<file path="src/rtl/ssp_pkg.sv">
// package: shared types, states and constants for the prime test
`default_nettype none
package ssp_pkg;
    localparam int unsigned CandW = 32;
    localparam int unsigned RandW = 31;

    typedef struct packed {
        logic [CandW-1:0] candidate;
        logic [RandW-1:0] random_word;
    } t_in_beat;

    typedef struct packed {
        logic       probable_prime;
        logic [1:0] verdict_cause;
    } t_out_beat;

    typedef enum logic [1:0] {
        CAUSE_SMALL  = 2'd0,
        CAUSE_EVEN   = 2'd1,
        CAUSE_FACTOR = 2'd2,
        CAUSE_EULER  = 2'd3
    } t_cause;

    // datapath operations issued by the controller
    typedef enum logic [3:0] {
        OP_NONE,
        OP_LOAD,
        OP_WIT_START,
        OP_GCD_INIT,
        OP_GCD_START,
        OP_GCD_SWAP,
        OP_POW_INIT,
        OP_POW_MUL_ACC,
        OP_POW_MUL_BASE,
        OP_JAC_INIT,
        OP_JAC_STEP,
        OP_JAC_START,
        OP_JAC_SWAP
    } t_op;

    typedef struct packed {
        t_op op;
    } t_cmd;

    typedef struct packed {
        logic       le_three;
        logic       small_prime;
        logic       even;
        logic       div_busy;
        logic       gcd_done;
        logic       gcd_shared;
        logic       exp_zero;
        logic       exp_odd;
        logic       jac_x_zero;
        logic       jac_x_even;
        logic       verdict;
    } t_status;

    typedef enum logic [4:0] {
        ST_IDLE,
        ST_CLASSIFY,
        ST_WIT_WAIT,
        ST_GCD_INIT,
        ST_GCD_CHECK,
        ST_GCD_WAIT,
        ST_GCD_SWAP,
        ST_POW_INIT,
        ST_POW_CHECK,
        ST_POW_ACC_WAIT,
        ST_POW_BASE,
        ST_POW_BASE_WAIT,
        ST_JAC_INIT,
        ST_JAC_WAIT0,
        ST_JAC_CHECK,
        ST_JAC_WAIT,
        ST_JAC_SWAP,
        ST_DONE
    } t_state;
endpackage
`default_nettype wire

</file>
<file path="src/rtl/ssp_divider.sv">
// divider: restoring remainder of an NW-bit dividend by a W-bit divisor, one bit a cycle
`default_nettype none
module ssp_divider #(
    parameter int unsigned W  = 32,
    parameter int unsigned NW = 64
) (
    input  wire logic           i_clk,
    input  wire logic           i_rst_n,
    input  wire logic           i_start,
    input  wire logic [NW-1:0]  i_dividend,
    input  wire logic [W-1:0]   i_divisor,
    output logic                o_busy,
    output logic [W-1:0]        o_rem
);
    localparam int unsigned CntW = $clog2(NW+1);

    logic [NW-1:0]  r_num, n_num;
    logic [W:0]     r_rem, n_rem;
    logic [W-1:0]   r_div;
    logic [CntW-1:0] r_cnt, n_cnt;
    logic           r_busy, n_busy;
    logic [W:0]     shifted;

    always_comb begin
        n_num  = r_num;
        n_rem  = r_rem;
        n_cnt  = r_cnt;
        n_busy = r_busy;
        shifted = {r_rem[W-1:0], r_num[NW-1]};
        if (i_start) begin
            n_num  = i_dividend;
            n_rem  = '0;
            n_cnt  = CntW'(NW);
            n_busy = 1'b1;
        end else if (r_busy) begin
            n_num = {r_num[NW-2:0], 1'b0};
            if (shifted >= {1'b0, r_div}) begin
                n_rem = shifted - {1'b0, r_div};
            end else begin
                n_rem = shifted;
            end
            n_cnt = r_cnt - CntW'(1);
            if (r_cnt == CntW'(1)) begin
                n_busy = 1'b0;
            end
        end
    end

    always_ff @(posedge i_clk) begin
        if (!i_rst_n) begin
            r_busy <= 1'b0;
            r_cnt  <= '0;
        end else begin
            r_busy <= n_busy;
            r_cnt  <= n_cnt;
        end
        r_num <= n_num;
        r_rem <= n_rem;
        if (i_start) begin
            r_div <= i_divisor;
        end
    end

    assign o_busy = r_busy;
    assign o_rem  = r_rem[W-1:0];
endmodule
`default_nettype wire

</file>
<file path="src/rtl/ssp_datapath.sv">
// datapath: operand registers, multiplier and shared remainder unit
`default_nettype none
module ssp_datapath #(
    parameter int unsigned W = 32
) (
    input  wire logic              i_clk,
    input  wire logic              i_rst_n,
    input  wire ssp_pkg::t_cmd     i_cmd,
    input  wire ssp_pkg::t_in_beat i_beat,
    output ssp_pkg::t_status       o_status
);
    import ssp_pkg::*;

    // dividend wide enough for a full product and for the whole random word
    localparam int unsigned DivW = (2*W > RandW) ? 2*W : RandW;

    logic [W-1:0] r_n, r_a, r_x, r_y, r_acc, r_base, r_exp;
    logic         r_sign;
    logic [RandW-1:0] r_rnd;
    logic         r_pend_acc, r_pend_base, r_pend_jac;
    logic         div_start;
    logic [DivW-1:0] div_num;
    logic [W-1:0] div_den, div_rem;
    logic         div_busy;
    logic [W-1:0] mul_lhs;
    logic [2*W-1:0] prod;
    logic [2:0]   m8;
    logic [W-1:0] nm1;

    ssp_divider #(.W(W), .NW(DivW)) u_div (
        .i_clk     (i_clk),
        .i_rst_n   (i_rst_n),
        .i_start   (div_start),
        .i_dividend(div_num),
        .i_divisor (div_den),
        .o_busy    (div_busy),
        .o_rem     (div_rem)
    );

    assign m8  = r_y[2:0];
    assign nm1 = r_n - W'(1);

    // one multiplier: acc*base or base*base, fed straight into the divider
    assign mul_lhs = (i_cmd.op == OP_POW_MUL_ACC) ? r_acc : r_base;
    assign prod    = {{W{1'b0}}, mul_lhs} * {{W{1'b0}}, r_base};

    always_comb begin
        div_start = 1'b0;
        div_num   = '0;
        div_den   = r_n;
        unique case (i_cmd.op)
            OP_WIT_START: begin
                div_start = 1'b1;
                div_num   = DivW'(r_rnd);
                div_den   = r_n - W'(3);
            end
            OP_GCD_START: begin
                div_start = 1'b1;
                div_num   = DivW'(r_x);
                div_den   = r_y;
            end
            OP_POW_MUL_ACC, OP_POW_MUL_BASE: begin
                div_start = 1'b1;
                div_num   = DivW'(prod);
            end
            OP_JAC_INIT: begin
                div_start = 1'b1;
                div_num   = DivW'(r_a);
            end
            OP_JAC_START: begin
                // swap step: new x is m mod x
                div_start = 1'b1;
                div_num   = DivW'(r_y);
                div_den   = r_x;
            end
            default: ;
        endcase
    end

    always_ff @(posedge i_clk) begin
        unique case (i_cmd.op)
            OP_NONE: begin
                // write back the remainder once the divider settles
                if (r_pend_acc && !div_busy) begin
                    r_acc <= div_rem;
                end
                if (r_pend_base && !div_busy) begin
                    r_base <= div_rem;
                    r_exp  <= r_exp >> 1;
                end
                if (r_pend_jac && !div_busy) begin
                    r_x <= div_rem;
                end
            end
            OP_LOAD: begin
                r_n   <= i_beat.candidate[W-1:0];
                r_rnd <= i_beat.random_word;
            end
            OP_GCD_INIT: begin
                r_a <= div_rem + W'(2);
                r_x <= div_rem + W'(2);
                r_y <= r_n;
            end
            OP_GCD_SWAP: begin
                r_x <= r_y;
                r_y <= div_rem;
            end
            OP_POW_INIT: begin
                r_acc  <= W'(1);
                r_base <= r_a;
                r_exp  <= nm1 >> 1;
            end
            OP_JAC_INIT: begin
                r_y    <= r_n;
                r_sign <= 1'b1;
            end
            OP_JAC_STEP: begin
                r_x <= r_x >> 1;
                if (m8 == 3'd3 || m8 == 3'd5) begin
                    r_sign <= ~r_sign;
                end
            end
            OP_JAC_SWAP: begin
                r_x <= div_rem;
                r_y <= r_x;
                if (r_x[1:0] == 2'd3 && r_y[1:0] == 2'd3) begin
                    r_sign <= ~r_sign;
                end
            end
            default: ;
        endcase
    end

    // pending write-back flags, held until the divider goes idle
    always_ff @(posedge i_clk) begin
        if (!i_rst_n) begin
            r_pend_acc  <= 1'b0;
            r_pend_base <= 1'b0;
            r_pend_jac  <= 1'b0;
        end else begin
            if (i_cmd.op == OP_POW_MUL_ACC) begin
                r_pend_acc <= 1'b1;
            end else if (r_pend_acc && !div_busy) begin
                r_pend_acc <= 1'b0;
            end
            if (i_cmd.op == OP_POW_MUL_BASE) begin
                r_pend_base <= 1'b1;
            end else if (r_pend_base && !div_busy) begin
                r_pend_base <= 1'b0;
            end
            if (i_cmd.op == OP_JAC_INIT) begin
                r_pend_jac <= 1'b1;
            end else if (r_pend_jac && !div_busy) begin
                r_pend_jac <= 1'b0;
            end
        end
    end

    always_comb begin
        o_status.le_three    = (r_n <= W'(3));
        o_status.small_prime = (r_n >= W'(2));
        o_status.even        = ~r_n[0];
        o_status.div_busy    = div_busy | r_pend_acc | r_pend_base | r_pend_jac;
        o_status.gcd_done    = (r_y == '0);
        o_status.gcd_shared  = (r_x != W'(1));
        o_status.exp_zero    = (r_exp == '0);
        o_status.exp_odd     = r_exp[0];
        o_status.jac_x_zero  = (r_x == '0);
        o_status.jac_x_even  = ~r_x[0];
        o_status.verdict     = (r_y == W'(1)) &&
                               ((r_sign && r_acc == W'(1)) || (!r_sign && r_acc == nm1));
    end
endmodule
`default_nettype wire

</file>
<file path="config.mk">
export PLATFORM = sky130hd
export DESIGN_NAME = ssp_datapath
export DESIGN_NICKNAME = d
export VERILOG_FILES = /design/src/rtl/ssp_pkg.sv /design/src/rtl/ssp_divider.sv /design/src/rtl/ssp_datapath.sv
export SDC_FILE = /design/constraint.sdc
export NUM_CORES = 2
export LEC_CHECK = 0
export BUFFER_PORTS_ARGS = -buffer_cell sky130_fd_sc_hd__buf_2
export CAP_MARGIN = 20
export CORE_ASPECT_RATIO = 0.6
export CORE_MARGIN = 1.5
export CORE_UTILIZATION = 30
export DETAILED_ROUTE_END_ITERATION = 12
export SYNTH_ARGS = -nofsm -noshare
export SYNTH_HDL_FRONTEND = slang
export SYNTH_SLANG_ARGS = --single-unit
</file>
<file path="constraint.sdc">
create_clock -name i_clk -period 12.5 [get_ports i_clk]
set_input_delay 2.5 -clock i_clk [delete_from_list [all_inputs] [get_ports i_clk]]
set_output_delay 2.5 -clock i_clk [all_outputs]
set_load 0.05 [all_outputs]
</file>
==> out/qor.csv <==
stage,metric,value,unit
logic_synthesis,synth_top_area_cell,fa_1,
logic_synthesis,syn-instance-count,5776,
die,core_region_area,181000,µm²
route,drtIter0Drc,5515,
die,die_w,554,µm
cts,cts.sinks,394,
critical_path,crit_path_start_kind,primary input,
timing,slew_headroom,20.4,%
cts,ctsHoldBuffers,0,
critical_path,critPathCaptureType,flop,
timing,worstMarginPinSlew,1.18,ns
critical_path,rr_startpoint,r_acc[11],
grt,grt_pass1_vias,42717,
critical_path,rr_endpoint,u_div.r_num[63],
logic_synthesis,synth.area.top_cells,"fa_1 33%, edfxtp_1 19%, and2_1 7.1%",
layout,final_nets,6904,
route,vias,43221,
logic_synthesis,synth-edff-count,351,
die,io_pins,80,
status,status,"complete, no violations",
route,wl,200000,µm
logic_synthesis,synth_flop_cell,edfxtp_1,
timing,report.final.slew_viol_count,0,
timing,rsz0062_at_grt,false,
critical_path,crit_top_cell,fa_1,
die,dieHeight,334,µm
grt,grt_pass1_wl,295000,µm
grt,grtUsageMet3,12.6,%
timing,finClkSkew,0.0397,ns
cts,numCtsBuffers,38,
route,vias_per_cell,5.36,
logic_synthesis,synth_warnings,0,
route,first_pass_iters,9,
layout,drive_above_1_share,5.83,%
critical_path,reg2reg_slack,3.36,ns
cts,post_cts_buffers,0,
logic_synthesis,async_reset_ff_share,0,%
die,rows,121,
critical_path,criticalPathCategory,in2reg,
critical_path,r2r_cells,25,
worst_hold_path,whs_path_depth,2,
route,routedWlPerCell,24.8,µm
critical_path,worstPathArrival,11.91,ns
grt,top_usage_layer,met1,
route,drc,0,
logic_synthesis,ys_seq_area_share,20.8,%
cts,cts_resized,0,
timing,finalCritPeriodShare,92.6,%
placement,port_buffers,79,
cts,clk_latency,0.61,ns
timing,hold_viol_final,0,
cts,clockBufferDepth,3,
route,ant_nets,0,
critical_path,critPathMaxFanout,36,
placement,hpwl,159000,µm
critical_path,crit_required,12.84,ns
grt,grt_start_max_net_pins,91,
logic_synthesis,synth_nets,7042,
grt,grt_usage,21.5,%
grt,use_met1,32.4,%
placement,routabilityCongestion,1.02,
grt,gr-total-overflow,0,
logic_synthesis,synth_cell_types,72,
grt,antenna_found_initial,13,
layout,final_common_cell,inv_1,
worst_hold_path,hold-path-endpoint,r_pend_base,
critical_path,cp_slowest_cell,mux2_2,
layout,final_cell_mix,"916 x inv_1, 897 x fa_1, 723 x nand2_1, 619 x and2_1, 351 x edfxtp_1",
grt,gr-usage-met2,25.9,%
layout,area_delta_synth_final,7.69,%
die,initial_core_util,30.2,%
timing,setup_tns,0,ns
cts,cts.clk_slew.worst_paths,0.07,ns
cts,htree_levels,2,
timing,setup_viol,0,
logic_synthesis,syn_area,54700,µm²
logic_synthesis,ys_ff_latch,394,
timing,fin_crit,11.58,ns
worst_hold_path,min_from,r_pend_base,
cts,cts_root_buffer,clkbuf_16,
cts,cts_tree,built,
timing,timing.fmax,86.4,MHz
worst_hold_path,holdCritPathClass,reg2reg,
logic_synthesis,syn_area_per_cell,9.47,µm²
flow_run,cap_violations,0,
logic_synthesis,synth.top_cell.area_share,32.8,%
die,die_area,185000,µm²
critical_path,crit_path_max_incr_delay,0.86,ns
==> worst max-delay path by stage <==
stage / startpoint / to
after floorplan: i_cmd[3] / u_div.r_num[49]
after global placement: i_cmd[2] / u_div.r_num[62]
after detailed placement: i_cmd[2] / u_div.r_num[60]
after CTS: i_cmd[2] / u_div.r_num[49]
after global routing: i_cmd[2] / u_div.r_num[58]
final: i_cmd[2] / u_div.r_num[57]
==> cells in the mapped netlist (14+ instances only) <==
| library cell | count |
|---|---|
| xor2_1 | 69 |
| nor2b_1 | 19 |
| a21oi_1 | 168 |
| o21a_1 | 28 |
| nor2_1 | 153 |
| o2111ai_1 | 22 |
| mux2_2 | 33 |
| a222oi_1 | 19 |
| nor4_1 | 53 |
| nand2_1 | 724 |
| nand4_1 | 33 |
| a21o_1 | 84 |
| dfxtp_1 | 43 |
| inv_1 | 918 |
| a22oi_1 | 111 |
| a221o_1 | 28 |
| buf_1 | 15 |
| and2_1 | 620 |
| a211oi_1 | 15 |
| xnor2_1 | 110 |
| nor3_1 | 58 |
| a221oi_1 | 14 |
| and3_1 | 30 |
| o21bai_1 | 15 |
| edfxtp_1 | 351 |
| nand2b_1 | 19 |
| fa_1 | 897 |
| clkbuf_1 | 357 |
| a31oi_1 | 25 |
| nand3_1 | 59 |
| o21ai_0 | 231 |
| ha_1 | 300 |
==> sequential cells by signal (all words and copies together) (netlist names), 31 cells and up <==
register / count
u_div.r_num: 64
r_a: 32
r_acc: 32
r_base: 32
r_n: 32
r_x: 32
r_y: 32
u_div.r_div: 32
u_div.r_rem: 32
r_exp: 31
r_rnd: 31
==> stage by stage <==
| stage | instance area (µm²) | setup slack [ns] | utilization [%] | instances | hold slack (ns) |
|---|---|---|---|---|---|
| global route | 58900 | 0.558 | 32.5 | 8063 | 0.538 |
| global placement | 57700 | 0.633 | 31.8 | 7993 | 0.481 |
| detailed placement | 57700 | 0.549 | 31.8 | 7993 | 0.501 |
| CTS | 58900 | 1.12 | 32.5 | 8060 | 0.511 |
| finish | 58900 | 0.924 | 32.5 | 8068 | 0.507 |
| floorplan | 54700 | 1.58 | - | 5776 | 0.461 |
==> final cells by class <==
class | instances | area [µm²]
tap | 2398 | 3000
clock buffer | 49 | 1040
clock inverter | 18 | 166
antenna | 5 | 12.5
sequential | 394 | 11400
inverter | 919 | 3450
multi-input combinational | 4086 | 38600
fill | 18565 | 122000
timing repair buffer | 199 | 1290
==> critical path, delay by kind of cell <==
kind | cells | cell delay [ns]
compound gates | 6 | 0.95
mux | 1 | 0.86
simple gates | 5 | 1.58
buf+inv | 6 | 1.13
fa+ha+maj | 9 | 4.60
xor+xnor | 1 | 0.21
==> cell families after synthesis <==
kind of cell | after synthesis | share of synthesized area (%)
buffers and inverters | 1296 | 8.92
AOI/OAI and AO/OA | 852 | 10.3
adders and majority gates | 1197 | 39.7
xor gates and xnor gates | 179 | 2.87
muxes | 44 | 0.880
and+or+nand+nor | 1814 | 16.6
DFF | 394 | 20.8
==> layer usage <==
metal  wire length, µm  up-vias
met3             35300      202
met4              2280        4
met5               170        -
met2             71100     2697
li1                  -    18262
met1             91000    22056
Power is not shown: default switching activity piles up to over one toggle a cycle in this logic, so the estimate is an artifact.
